File: src/rtl/core/iee_pkg.sv
// ----------------------------------------------------------------------------
// Integer expression evaluator package
// Character codes, operator and status codes shared by the evaluator files.
// ----------------------------------------------------------------------------
package iee_pkg;

  // Default data width of the evaluator.
  localparam int VALUE_WIDTH_DEF = 32;

  // Result status.
  typedef logic [1:0] status_t;
  localparam status_t ERR_NONE = 2'd0;
  localparam status_t ERR_DIV0 = 2'd1;
  localparam status_t ERR_CHAR = 2'd2;

  // How the next operand joins the product term.
  typedef logic [1:0] term_op_t;
  localparam term_op_t OP_SET = 2'd0;
  localparam term_op_t OP_MUL = 2'd1;
  localparam term_op_t OP_DIV = 2'd2;

  // What follows once the pending operand has been closed.
  typedef logic [1:0] kind_t;
  localparam kind_t KIND_ADD    = 2'd0;
  localparam kind_t KIND_MULDIV = 2'd1;
  localparam kind_t KIND_FIN    = 2'd2;

  // Characters of the expression.
  localparam logic [7:0] CHAR_0     = 8'h30;
  localparam logic [7:0] CHAR_9     = 8'h39;
  localparam logic [7:0] CHAR_PLUS  = 8'h2B;
  localparam logic [7:0] CHAR_MINUS = 8'h2D;
  localparam logic [7:0] CHAR_STAR  = 8'h2A;
  localparam logic [7:0] CHAR_SLASH = 8'h2F;
  localparam logic [7:0] CHAR_SPACE = 8'h20;

endpackage

File: src/rtl/core/integer_expression_evaluator.sv
// ----------------------------------------------------------------------------
// Integer expression evaluator
// Evaluates an infix expression of decimal numbers and + - * / that arrives
// one character per word, with * and / binding tighter. All arithmetic runs
// on one shared adder under a small sequencer.
//
//   Channel  Direction  Fields                   Handshake
//   in       input      char_code[7:0], is_last  in_valid / in_ready
//   out      output     value[W-1:0], status     out_valid / out_ready
//
// A digit is multiplied by ten and then added in; a space is skipped. Closing
// an operand runs a shift-add multiply or a restoring divide (one quotient
// bit per cycle) where one is pending; closing a term adds it into the sum.
// The last word runs one more operand and term close. Reset is synchronous
// and clears the expression state at once. A result waiting on out_ready does
// not block new words; only the next final sum waits for it.
// ----------------------------------------------------------------------------
module integer_expression_evaluator #(
  parameter int VALUE_WIDTH = iee_pkg::VALUE_WIDTH_DEF
) (
  input  logic                          clk,
  input  logic                          rst_n,
  input  logic                          in_valid,
  output logic                          in_ready,
  input  logic [7:0]                    in_char_code,
  input  logic                          in_is_last,
  output logic                          out_valid,
  input  logic                          out_ready,
  output logic signed [VALUE_WIDTH-1:0] out_value,
  output iee_pkg::status_t              out_status
);
  import iee_pkg::*;

  localparam int W     = VALUE_WIDTH;
  localparam int CNT_W = $clog2(VALUE_WIDTH);

  // Sequencer states.
  localparam logic [3:0] S_IDLE  = 4'd0;
  localparam logic [3:0] S_DIG0  = 4'd1;
  localparam logic [3:0] S_DIG1  = 4'd2;
  localparam logic [3:0] S_OPND  = 4'd3;
  localparam logic [3:0] S_MUL   = 4'd4;
  localparam logic [3:0] S_DNEGA = 4'd5;
  localparam logic [3:0] S_DNEGB = 4'd6;
  localparam logic [3:0] S_DIV   = 4'd7;
  localparam logic [3:0] S_DFIX  = 4'd8;
  localparam logic [3:0] S_TERM  = 4'd9;

  logic [3:0]           state_r, state_nxt;
  logic [3:0]           ch_r, ch_nxt;
  logic                 last_r, last_nxt;
  kind_t                kind_r, kind_nxt;
  logic                 opbit_r, opbit_nxt;
  logic [W-1:0]         num_r, num_nxt;
  logic [W-1:0]         term_r, term_nxt;
  logic [W-1:0]         rem_r, rem_nxt;
  logic [W-1:0]         sum_r, sum_nxt;
  term_op_t             term_op_r, term_op_nxt;
  logic                 add_sign_r, add_sign_nxt;
  status_t              err_r, err_nxt;
  logic                 qneg_r, qneg_nxt;
  logic [CNT_W-1:0]     cnt_r, cnt_nxt;
  logic                 out_valid_r, out_valid_nxt;
  logic signed [W-1:0]  out_value_r, out_value_nxt;
  status_t              out_status_r, out_status_nxt;

  // Shared adder: a + b, or a - b when sub is set, with carry out.
  logic [W:0]   add_a, add_b;
  logic         add_sub;
  logic [W+1:0] add_res;
  logic         op_done;
  logic         cnt_last;

  assign add_res  = {1'b0, add_a} + {1'b0, add_b ^ {(W+1){add_sub}}} + (W+2)'(add_sub);
  assign cnt_last = (cnt_r == CNT_W'(VALUE_WIDTH - 1));

  assign in_ready   = (state_r == S_IDLE);
  assign out_valid  = out_valid_r;
  assign out_value  = out_value_r;
  assign out_status = out_status_r;

  // Sequencer and datapath next state.
  always_comb begin
    state_nxt      = state_r;
    ch_nxt         = ch_r;
    last_nxt       = last_r;
    kind_nxt       = kind_r;
    opbit_nxt      = opbit_r;
    num_nxt        = num_r;
    term_nxt       = term_r;
    rem_nxt        = rem_r;
    sum_nxt        = sum_r;
    term_op_nxt    = term_op_r;
    add_sign_nxt   = add_sign_r;
    err_nxt        = err_r;
    qneg_nxt       = qneg_r;
    cnt_nxt        = cnt_r;
    out_valid_nxt  = out_valid_r && !out_ready;
    out_value_nxt  = out_value_r;
    out_status_nxt = out_status_r;
    add_a          = '0;
    add_b          = '0;
    add_sub        = 1'b0;
    op_done        = 1'b0;

    unique case (state_r)
      S_IDLE: begin
        if (in_valid) begin
          ch_nxt   = in_char_code[3:0];
          last_nxt = in_is_last;
          priority if (in_char_code >= CHAR_0 && in_char_code <= CHAR_9) begin
            state_nxt = S_DIG0;
          end else if (in_char_code == CHAR_PLUS || in_char_code == CHAR_MINUS) begin
            kind_nxt  = KIND_ADD;
            opbit_nxt = (in_char_code == CHAR_MINUS);
            state_nxt = S_OPND;
          end else if (in_char_code == CHAR_STAR || in_char_code == CHAR_SLASH) begin
            kind_nxt  = KIND_MULDIV;
            opbit_nxt = (in_char_code == CHAR_SLASH);
            state_nxt = S_OPND;
          end else begin
            // Spaces are skipped; any other character is flagged.
            if (in_char_code != CHAR_SPACE && err_r == ERR_NONE) begin
              err_nxt = ERR_CHAR;
            end
            if (in_is_last) begin
              kind_nxt  = KIND_FIN;
              state_nxt = S_OPND;
            end
          end
        end
      end

      // number * 10 as (number << 3) + (number << 1).
      S_DIG0: begin
        add_a     = {1'b0, num_r << 3};
        add_b     = {1'b0, num_r << 1};
        num_nxt   = add_res[W-1:0];
        state_nxt = S_DIG1;
      end

      // Add the digit; the low nibble of an ASCII digit is its value.
      S_DIG1: begin
        add_a   = {1'b0, num_r};
        add_b   = (W+1)'(ch_r);
        num_nxt = add_res[W-1:0];
        if (last_r) begin
          kind_nxt  = KIND_FIN;
          state_nxt = S_OPND;
        end else begin
          state_nxt = S_IDLE;
        end
      end

      // Join the pending number into the term.
      S_OPND: begin
        rem_nxt = '0;
        cnt_nxt = '0;
        unique case (term_op_r)
          OP_MUL: begin
            state_nxt = S_MUL;
          end
          OP_DIV: begin
            if (num_r == '0) begin
              if (err_r == ERR_NONE) begin
                err_nxt = ERR_DIV0;
              end
              term_nxt = '0;
              op_done  = 1'b1;
            end else begin
              qneg_nxt  = term_r[W-1] ^ num_r[W-1];
              state_nxt = S_DNEGA;
            end
          end
          default: begin
            term_nxt = num_r;
            op_done  = 1'b1;
          end
        endcase
      end

      // Shift-add multiply, low W bits of the product.
      S_MUL: begin
        add_a    = {1'b0, rem_r};
        add_b    = {1'b0, term_r};
        if (num_r[0]) begin
          rem_nxt = add_res[W-1:0];
        end
        term_nxt = term_r << 1;
        num_nxt  = num_r >> 1;
        cnt_nxt  = cnt_r + 1'b1;
        if (cnt_last) begin
          term_nxt = num_r[0] ? add_res[W-1:0] : rem_r;
          op_done  = 1'b1;
        end
      end

      // Dividend magnitude.
      S_DNEGA: begin
        add_b   = {1'b0, term_r};
        add_sub = 1'b1;
        if (term_r[W-1]) begin
          term_nxt = add_res[W-1:0];
        end
        state_nxt = S_DNEGB;
      end

      // Divisor magnitude.
      S_DNEGB: begin
        add_b   = {1'b0, num_r};
        add_sub = 1'b1;
        if (num_r[W-1]) begin
          num_nxt = add_res[W-1:0];
        end
        state_nxt = S_DIV;
      end

      // Restoring division, one quotient bit per cycle into term.
      S_DIV: begin
        add_a    = {rem_r, term_r[W-1]};
        add_b    = {1'b0, num_r};
        add_sub  = 1'b1;
        rem_nxt  = add_res[W+1] ? add_res[W-1:0] : add_a[W-1:0];
        term_nxt = {term_r[W-2:0], add_res[W+1]};
        cnt_nxt  = cnt_r + 1'b1;
        if (cnt_last) begin
          state_nxt = S_DFIX;
        end
      end

      // Quotient sign; truncation toward zero falls out of the magnitudes.
      S_DFIX: begin
        add_b   = {1'b0, term_r};
        add_sub = 1'b1;
        if (qneg_r) begin
          term_nxt = add_res[W-1:0];
        end
        op_done = 1'b1;
      end

      // Join the term into the sum.
      S_TERM: begin
        add_a   = {1'b0, sum_r};
        add_b   = {1'b0, term_r};
        add_sub = add_sign_r;
        if (kind_r == KIND_FIN) begin
          if (!out_valid_r || out_ready) begin
            out_valid_nxt  = 1'b1;
            out_value_nxt  = (err_r == ERR_NONE) ? $signed(add_res[W-1:0]) : '0;
            out_status_nxt = err_r;
            sum_nxt        = '0;
            term_nxt       = '0;
            num_nxt        = '0;
            term_op_nxt    = OP_SET;
            add_sign_nxt   = 1'b0;
            err_nxt        = ERR_NONE;
            state_nxt      = S_IDLE;
          end
        end else begin
          sum_nxt      = add_res[W-1:0];
          term_nxt     = '0;
          term_op_nxt  = OP_SET;
          add_sign_nxt = opbit_r;
          if (last_r) begin
            kind_nxt  = KIND_FIN;
            state_nxt = S_OPND;
          end else begin
            state_nxt = S_IDLE;
          end
        end
      end

      default: begin
        state_nxt = S_IDLE;
      end
    endcase

    // Common tail of every operand close.
    if (op_done) begin
      num_nxt = '0;
      if (kind_r == KIND_MULDIV) begin
        term_op_nxt = opbit_r ? OP_DIV : OP_MUL;
        if (last_r) begin
          kind_nxt  = KIND_FIN;
          state_nxt = S_OPND;
        end else begin
          state_nxt = S_IDLE;
        end
      end else begin
        state_nxt = S_TERM;
      end
    end
  end

  // Control and expression state.
  always_ff @(posedge clk) begin
    if (!rst_n) begin
      state_r     <= S_IDLE;
      out_valid_r <= 1'b0;
      num_r       <= '0;
      term_r      <= '0;
      sum_r       <= '0;
      term_op_r   <= OP_SET;
      add_sign_r  <= 1'b0;
      err_r       <= ERR_NONE;
    end else begin
      state_r     <= state_nxt;
      out_valid_r <= out_valid_nxt;
      num_r       <= num_nxt;
      term_r      <= term_nxt;
      sum_r       <= sum_nxt;
      term_op_r   <= term_op_nxt;
      add_sign_r  <= add_sign_nxt;
      err_r       <= err_nxt;
    end
  end

  // Word and scratch registers.
  always_ff @(posedge clk) begin
    ch_r         <= ch_nxt;
    last_r       <= last_nxt;
    kind_r       <= kind_nxt;
    opbit_r      <= opbit_nxt;
    rem_r        <= rem_nxt;
    qneg_r       <= qneg_nxt;
    cnt_r        <= cnt_nxt;
    out_value_r  <= out_value_nxt;
    out_status_r <= out_status_nxt;
  end

endmodule

File: config.mk
export PLATFORM = sky130hd
export DESIGN_NAME = integer_expression_evaluator
export DESIGN_NICKNAME = d
export VERILOG_FILES = /design/src/rtl/core/iee_pkg.sv /design/src/rtl/core/integer_expression_evaluator.sv
export SDC_FILE = /design/constraint.sdc
export NUM_CORES = 1
export LEC_CHECK = 0
export BUFFER_PORTS_ARGS = -buffer_cell sky130_fd_sc_hd__buf_4
export CAP_MARGIN = 30
export CORE_AREA = 2 2 120 239
export DETAILED_ROUTE_END_ITERATION = 8
export DIE_AREA = 0 0 122 241
export PLACE_DENSITY = 0.58
export SETUP_SLACK_MARGIN = 0.5
export SYNTH_ARGS = -nofsm -noshare
export SYNTH_HDL_FRONTEND = slang
export SYNTH_SLANG_ARGS = --single-unit
File: constraint.sdc
create_clock -name clk -period 5.9 [get_ports clk]
set_input_delay 0.295 -clock clk [delete_from_list [all_inputs] [get_ports clk]]
set_output_delay 0.295 -clock clk [all_outputs]
set_load 0.1 [all_outputs]
# Word-level counts from Yosys, hierarchy flattened
# Index checks and enable logic that the tools add are counted.
[classes]
n_lt_le_gt_ge = 2
muxes = 72
n_bitwise = 5
shift = 0
eq_ne = 43
n_div = 0
addsub = 3
n_reduce_logical = 35
multipliers = 0
[ops]
columns = ["cell", "n"]
rows = [
  ["$mux W32", 11],
  ["$pmux W32 S4", 2],
  ["$pmux W32 S6", 1],
  ["$pmux W33 S5", 1],
  ["$pmux W32 S3", 1],
  ["$pmux W32 S2", 1],
  ["$mux W2", 27],
  ["$mux W4", 11],
  ["$pmux W4 S9", 1],
  ["$add A33 B33 Y34", 1],
  ["$add A34 B1 Y34", 1],
  ["$xor A33 B33 Y33", 1],
  ["$eq A8 B6 Y1 const B", 4],
  ["$logic_not A32 Y1", 1],
  ["$ne A2 B2 Y1 const B", 13],
  ["$eq A4 B3 Y1 const B", 4],
  ["$pmux W2 S3", 2],
  ["$reduce_and A11 Y1", 1],
  ["$pmux W5 S2", 1],
  ["$reduce_or A2 Y1", 5],
  ["$mux W1", 9],
  ["$ne A3 B3 Y1 const B", 3],
  ["$reduce_and A3 Y1", 3],
  ["$eq A4 B2 Y1 const B", 2],
  ["other kinds (34)", 53],
]
[totals]
input_bits = 13
latchBits = 0
out_inout_bits = 36
mem_bits_rw = 0
mem_count = 0
ff_bits = 186
wordCells = 179
rom_bits = 0

# Depth between registers and ports, before layout
# Gate-level depths: netlist (run 1).
[logic_depth]
ltp_word = 10
ltp_mapped = 22
depth_no_buf = 18

# Worst setup path before layout (run 1)
# No wires, ideal clock.
[synth_path]
path_kind = "register to register"
startpoint = "register state_r[0]"
endpoint = "register rem_r[6], data pin"
stages_incl_launch_ff = 21
required_ns = 5.629
setup_slack_ns = 1.467
arrival_time_ns = 4.162
synth_period_minus_slack_ns = 4.433
setup_ns = 0.271
n_path_buf = 5
cell_sequence = "dfxtp_1 -> clkbuf_1 -> nand2_1 -> nor3_1 -> clkbuf_1 -> clkbuf_1 -> a222oi_1 -> xnor2_1 -> ha_1 -> a21o_1 -> a21o_1 -> a2111oi_0 -> o41ai_1 -> nand3_1 -> nand3_1 -> a41o_1 -> a31o_1 -> buf_6 -> buf_6 -> mux2i_1 -> o22ai_1"
[synth_via]
elab_chain_len = 8
word_cells_on_any_way = 21
cone_classes = "add/sub (2); eq/ne (9); mux (6); bitwise (1); reduce/logical (3)"
[synth_lines]
columns = ["element", "line", "rtl"]
rows = [
  ["start: declaration", "integer_expression_evaluator.sv:49", "logic [3:0] state_r, state_nxt;"],
  ["start signal: assignment", "integer_expression_evaluator.sv:307", "state_r <= state_nxt;"],
  ["$eq A4 B4 Y1 or $eq A4 B3 Y1 (tied branches)", "integer_expression_evaluator.sv:106", "unique case (state_r)"],
  ["$reduce_or A4 Y1 (no source line) or $reduce_or A2 Y1 (tied branches)", "n/a", ""],
  ["$pmux W32 S4 or $pmux W1 S2 (tied branches)", "integer_expression_evaluator.sv:106", ""],
  ["$xor A33 B33 Y33", "integer_expression_evaluator.sv:74", "assign add_res = {1'b0, add_a} + {1'b0, add_b ^ {(W+1){add_sub}}} + (W+2)'(add_sub);"],
  ["$add A33 B33 Y34", "integer_expression_evaluator.sv:74", ""],
  ["$add A34 B1 Y34", "integer_expression_evaluator.sv:74", ""],
  ["$mux W32 (on tied branches)", "integer_expression_evaluator.sv:223, integer_expression_evaluator.sv:186", ""],
  ["$pmux W32 S3 *", "integer_expression_evaluator.sv:106", ""],
  ["via rem_nxt[6]", "integer_expression_evaluator.sv:56", "logic [W-1:0] rem_r, rem_nxt;"],
  ["end signal: assignment", "integer_expression_evaluator.sv:324", "rem_r <= rem_nxt;"],
  ["end: declaration", "integer_expression_evaluator.sv:56", ""],
]
# Mark *: on every way through the listed nets, which the timed path passes. The rest lies on a longest branch.
# A chain may end at the register's enable or synchronous reset.

# Worst setup path in the final report (run 1)
[layout_path]
startpoint = "register state_r[3]"
endpoint = "register rem_r[19], data pin"
# Same word-level chain as after synthesis.

==> results_dict.tcl, run 1 <==
set metrics [dict create \
    status "finished with violations" \
    violations "DRC" \
    switching_power_mw 2.98 \
    gr-total-overflow 0 \
    cp-end-kind "register" \
    ys_async_sr_fraction_pct 0 \
    clock-sinks 186 \
    hp-class "input pin to register" \
    peakVddDrop_uv 342 \
    switching_share_pct 47.5 \
    syn_nets 1426 \
    worstPathCellList "buf_4 -> nor2_1 -> and3_1 -> buf_4 -> a222oi_1 -> nand2_1 -> ha_1 -> a21oi_1 -> o21ai_0 -> a21oi_1 -> o21ai_0 -> a21oi_4 -> o21ai_2 -> a41o_1 -> a31o_4 -> buf_4 -> mux2i_1 -> o22ai_1" \
    most-common-layout-cells "a22oi_1, nand2_1, dfxtp_1" \
    dr.first_iter.drc_count 1602 \
    wl_met2_um 23100 \
    ys_types 77 \
    relSlewSlack_pct 33.1 \
    die_x_um 122 \
    dr_wl_met3_um 2570 \
    yosys_most_used_dff "dfxtp_1" \
    ioPinCount 49 \
    hold_path.startpoint "in_char_code[3]" \
    required_ps 6080 \
    io_buffers 48 \
    wl_per_cell_um 25.5 \
    grtUsageTotal_pct 30.0 \
    synth_edf_count 78 \
    ff2ff_path_depth 18 \
    grt_first_pass_wirelength_um 66600 \
    start_kind "register" \
    fin_ws_ps 899 \
    die_h_um 241 \
    power.share.combinational_pct 48.4 \
    worst_pin_slew_ps 988 \
    met1Wirelength_um 15100 \
    pwr_density_cell_nw_per_um2 464 \
    finalSetupTns_ps 0 \
    gp_congestion 0.942 \
    cts_buffers 17 \
    cts-htree-levels 4 \
    maxCapViolCount 0 \
    hpwl_um 29700 \
    dr.pass1.iters 9 \
    ff_latch_area_um2 4510 \
    min_to "ch_r[3]$_DFFE_PP_" \
    grt_pass1_vias 11400 \
    yosysWarnings 0 \
    layout-drive-gt1-share_pct 11.0 \
    layout_commonest_cell "a22oi_1" \
    clkPwrFrac_pct 18.2 \
    yosysSeqAreaShare_pct 36.8 \
    cts_hold_buffers 0 \
    crit_cells 18 \
    fillers 2689 \
    crit_path_max_incr_delay_ps 580 \
    rr_startpoint "state_r[3]$_SDFFE_PN0P_" \
    nNetsFinal 1394 \
    cts_root_buf "clkbuf_16" \
    critPathTopFamily "compound AO/OA/AOI/OAI gates" \
    seqPwrFrac_pct 33.4 \
    crit_path_frequent_cell "buf_4" \
    cts_tree "built" \
    hold_viol 0 \
    stdcell_count 1711 \
    hold_depth 1 \
    p_int_mw 3.28 \
    remaining_drc_errors 27 \
    insertion_delay_ps 460 \
    setup_violations 0 \
    start_util_pct 44.6 \
    p_leak_nw 4.96 \
    cts_buffer_depth 2 \
    slowest_stage "dfxtp_1" \
    num_rows 86 \
    synth.avg_cell_area_um2 8.88 \
    avgViaCountPerCell 6.82 \
    worstPathArrival_ps 5180 \
    highest_layer "met4" \
    ant_nets 0 \
    grt_antenna_before_repair 0 \
    path_clk_slew_ps 70 \
    min_period_over_period_pct 84.8 \
    postCtsSetupBuffers 0 \
    ys_seq_elements 186 \
    drv_slew 0 \
    multi_input_comb_area_um2 7160 \
    clock_skew_ps 17.3 \
    synth_top_area_share_pct 19.1 \
    antennaDiodeCount 0 \
    place_ws_ps 782 \
    critPathBufInv 3 \
    layout_min_cycle_time_ps 5000 \
    ctsResizeCount 0 \
    core-area_um2 27400 \
    crit_fanout 13 \
    reg2reg_to "rem_r[19]$_DFFE_PP_" \
    syn_area_um2 12200 \
    worst-r2r-setup-slack_ps 900 \
    grt_max_degree 75 \
    fmax_mhz 200 \
    finalPower_mw 6.26 \
    vias 11700 \
    area_growth_pct 10.2 \
    dpl.cell_count 1678 \
    synth_top_cell_by_area "edfxtp_1" \
    finalWirelength_um 43700 \
    rsz0062_at_grt "no" \
    synth_area_leaders "edfxtp_1, dfxtp_1, a22oi_1" \
    path_class "register to register" \
    die_area_um2 29400 \
    postSynthCellCount 1378 \
]
-- how the worst max path moves through the flow --
stage / slack, ps / start / end
global placement: 880 / state_r[2]$_SDFFE_PN0P_ / term_r[14]$_SDFFE_PN0P_
floorplan: 1470 / state_r[0]$_SDFFE_PN0P_ / rem_r[6]$_DFFE_PP_
finish: 900 / state_r[3]$_SDFFE_PN0P_ / rem_r[19]$_DFFE_PP_
global route: 500 / state_r[2]$_SDFFE_PN0P_ / term_r[14]$_SDFFE_PN0P_
CTS: 750 / state_r[2]$_SDFFE_PN0P_ / rem_r[19]$_DFFE_PP_
detailed placement: 780 / state_r[2]$_SDFFE_PN0P_ / rem_r[19]$_DFFE_PP_
-- flip-flops by register name, indices dropped and copies added (netlist names), 2 cells and up --
name and cells:
kind_r 2, sum_r 32, rem_r 32, err_r 2
out_value 32, cnt_r 5, term_op_r 2, ch_r 4
state_r 4, term_r 32, out_status 2, num_r 32
-- synthesized netlist by cell type (all sizes together), types with 6 or more instances --
| master | instances |
|---|---|
| nand4 | 6 |
| xnor2 | 51 |
| nand3 | 31 |
| and2 | 41 |
| xor2 | 15 |
| ha | 34 |
| a222oi | 67 |
| a21oi | 45 |
| o2111ai | 8 |
| nor2b | 41 |
| a22oi | 120 |
| dfxtp | 108 |
| nor2 | 83 |
| edfxtp | 78 |
| buf | 20 |
| nor3 | 18 |
| nand2b | 9 |
| clkbuf | 120 |
| a31oi | 28 |
| mux2i | 63 |
| nand2 | 120 |
| nor4 | 12 |
| and3 | 11 |
| o21bai | 11 |
| a21o | 17 |
| a211oi | 34 |
| o211a | 10 |
| o22ai | 34 |
| inv | 25 |
| o21ai | 55 |
| o211ai | 7 |
-- metal layers --
metal | global-route usage, % | vias to the layer above
li1 | - | 5240
met1 | 31.4 | 5688
met2 | 54.2 | 574
met3 | 5.08 | 168
met4 | 19.9 | 0
met5 | 0 | -
-- cells by family (layout without fill, tap and decap cells) --
logic type	Yosys count	after routing	share of synthesized area (%)
AOI/OAI and AO/OA	476	476	28.8
and+or+nand+nor	386	386	15.3
DFF	186	186	36.8
buffers and inverters	165	146	5.46
xor gates and xnor gates	66	66	4.72
muxes	64	64	5.24
adders and majority gates	35	35	3.64
-- layout make-up --
type | count | share of cell area [%]
Clock inverter | 13 | 0.862
Tap cell | 352 | 3.26
Timing Repair Buffer | 89 | 5.47
Inverter | 25 | 0.695
Multi-Input combinational cell | 1027 | 53.0
Sequential cell | 186 | 33.4
Clock buffer | 19 | 3.28
-- power by group through the flow --
| stage | Combinational (mW) | Sequential (mW) | Clock (mW) |
|---|---|---|---|
| 6_report | 3.03 | 2.09 | 1.14 |
| 5_1_grt | 3.27 | 2.10 | 1.20 |
| 4_1_cts | 2.99 | 2.07 | 1.16 |
| 3_5_place_dp | 2.97 | 2.09 | 0 |
| 3_3_place_gp | 2.93 | 2.10 | 0 |
| 2_1_floorplan | 2.28 | 1.77 | 0 |
-- worst register-to-register path, cell delays in order, from the launching register on --
cell	delay, ps
dfxtp_1	580
buf_4	300
nor2_1	100
and3_1	340
buf_4	250
a222oi_1	230
nand2_1	160
ha_1	460
a21oi_1	150
o21ai_0	170
a21oi_1	100
o21ai_0	300
a21oi_4	90
o21ai_2	290
a41o_1	230
a31o_4	300
buf_4	330
mux2i_1	250
o22ai_1	100
-- through the flow --
step | utilization [%] | hold slack, ps | area (um2)
CTS | 49.1 | 14.9 | 13500
global placement | 46.9 | 463 | 12900
global route | 49.2 | 26.5 | 13500
floorplan | - | 394 | 12200
detailed placement | 47.0 | 473 | 12900
finish | 49.2 | 35.0 | 13500
(Power assumes the default switching activity.)
==> run 2: changes to the inputs <==
Clock period 5.9 ns to 5.15 ns, I/O delays scaled along.
==> results_dict.tcl, run 2 (synthesis results as in run 1) <==
set metrics [dict create \
    ioPinCount 49 \
    hp-class "input pin to register" \
    dr.first_iter.drc_count 1458 \
    peakVddDrop_uv 463 \
    die_area_um2 29400 \
    required_ps 5510 \
    fin_ws_ps 689 \
    area_growth_pct 12.7 \
    wl_per_cell_um 25.3 \
    start_kind "register" \
    clkPwrFrac_pct 19.0 \
    pwr_density_cell_nw_per_um2 534 \
    grt_antenna_before_repair 0 \
    cts_root_buf "clkbuf_16" \
    drv_slew 0 \
    p_leak_nw 5.10 \
    critPathLaunch "state_r[3]$_SDFFE_PN0P_" \
    final_util_pct 50.3 \
    start_util_pct 44.6 \
    layout_commonest_cell "a22oi_1" \
    gr-total-overflow 0 \
    reg2reg_to "num_r[24]$_SDFFE_PP0P_" \
    dr.pass1.iters 9 \
    power.share.combinational_pct 48.9 \
    clock-sinks 186 \
    cts_buffer_depth 2 \
    grtUsageTotal_pct 30.0 \
    rsz0062_at_grt "yes" \
    fmax_mhz 224 \
    crit_fanout 24 \
    clock_skew_ps 14.1 \
    rr_startpoint "state_r[3]$_SDFFE_PN0P_" \
    grt_max_degree 75 \
    maxCapViolCount 0 \
    min_period_over_period_pct 86.6 \
    path_clk_slew_ps 70 \
    cts_buffers 17 \
    io_buffers 48 \
    hold_viol 0 \
    p_int_mw 3.96 \
    layout-drive-gt1-share_pct 13.1 \
    ff2ff_path_depth 17 \
    switching_share_pct 46.2 \
    ant_nets 0 \
    path_class "register to register" \
    setup_violations 0 \
    num_rows 86 \
    layout_min_cycle_time_ps 4460 \
    switching_power_mw 3.40 \
    worst_pin_slew_ps 1000 \
    finalPower_mw 7.36 \
    avgViaCountPerCell 6.76 \
    die_x_um 122 \
    die_h_um 241 \
    violations "DRC" \
    relSlewSlack_pct 32.9 \
    status "finished with violations" \
    grt_first_pass_wirelength_um 66800 \
    finalWirelength_um 43900 \
    dpl.cell_count 1696 \
    stdcell_area_um2 13800 \
    endpoint "num_r[24]$_SDFFE_PP0P_" \
    cts_tree "built" \
    worstPathArrival_ps 4820 \
    post_dp_cell_area_um2 13100 \
    antennaDiodeCount 0 \
    most-common-layout-cells "a22oi_1, nand2_1, dfxtp_1" \
    gp_congestion 0.973 \
    insertion_delay_ps 470 \
    core-area_um2 27400 \
    worst-r2r-setup-slack_ps 690 \
    seqPwrFrac_pct 32.0 \
    vias 11700 \
    cp-end-kind "register" \
    fillers 2620 \
    nNetsFinal 1415 \
    place_ws_ps 431 \
    finalSetupTns_ps 0 \
    grt_pass1_vias 11700 \
    remaining_drc_errors 20 \
    stdcell_count 1732 \
    cts-htree-levels 4 \
    finalHoldWorstSlack_ps 20.9 \
    hpwl_um 30200 \
]
[run 2: layer usage]
| layer | track usage [%] | part of all wire [%] | vias up |
|---|---|---|---|
| li1 | - | - | 5269 |
| met1 | 30.4 | 35 | 5696 |
| met2 | 54.6 | 53 | 562 |
| met3 | 4.66 | 5.4 | 185 |
| met4 | 21.7 | 7.3 | 0 |
| met5 | 0 | 0 | - |
[run 2: layout make-up]
| class | instances | area (um2) | share of cell area, % |
|---|---|---|---|
| Inverter | 25 | 93.8 | 0.681 |
| Clock inverter | 12 | 160 | 1.16 |
| Timing Repair Buffer | 110 | 933 | 6.77 |
| Multi-Input combinational cell | 1027 | 7210 | 52.3 |
| Tap cell | 352 | 440 | 3.19 |
| Clock buffer | 20 | 437 | 3.17 |
| Sequential cell | 186 | 4520 | 32.7 |
[run 2: worst min-delay path by stage]
stage / startpoint / endpoint / slack [ps] / depth (start not counted)
after global placement: in_char_code[3] / ch_r[3]$_DFFE_PP_ / 470 / 1
final: in_char_code[1] / ch_r[1]$_DFFE_PP_ / 20 / 1
after floorplan: in_char_code[0] / ch_r[0]$_DFFE_PP_ / 360 / 0
after detailed placement: in_char_code[3] / ch_r[3]$_DFFE_PP_ / 470 / 1
after CTS: in_char_code[1] / ch_r[1]$_DFFE_PP_ / 2 / 1
after global routing: in_char_code[0] / ch_r[0]$_DFFE_PP_ / 20 / 1
[run 2: critical path: stages, from the launching register on]
cell,delay [ps]
dfxtp_2,430
buf_4,250
nor3_2,60
buf_4,170
buf_4,230
a222oi_1,340
nand2_1,170
ha_1,420
nand2_1,130
nor2_1,240
nand2_1,170
o21ai_0,440
nor2b_1,230
a21oi_1,70
a31o_2,270
xnor2_2,330
a22oi_1,120
a211oi_1,260
[run 2: power groups by stage]
| stage | sequential, mW | clock (mW) | combinational [mW] |
|---|---|---|---|
| global placement | 2.37 | 0 | 3.44 |
| CTS | 2.33 | 1.42 | 3.55 |
| finish | 2.36 | 1.40 | 3.60 |
| detailed placement | 2.36 | 0 | 3.52 |
| global route | 2.38 | 1.46 | 3.89 |
| floorplan | 2.03 | 0 | 2.61 |
[run 2: what timing repair did]
action	CTS	global route
pin swaps	1	2
endpoints found under the hold margin	2	0
hold buffers	2	0
setup buffers	1	1
gates resized for setup	3	17
setup endpoints to repair	12	80
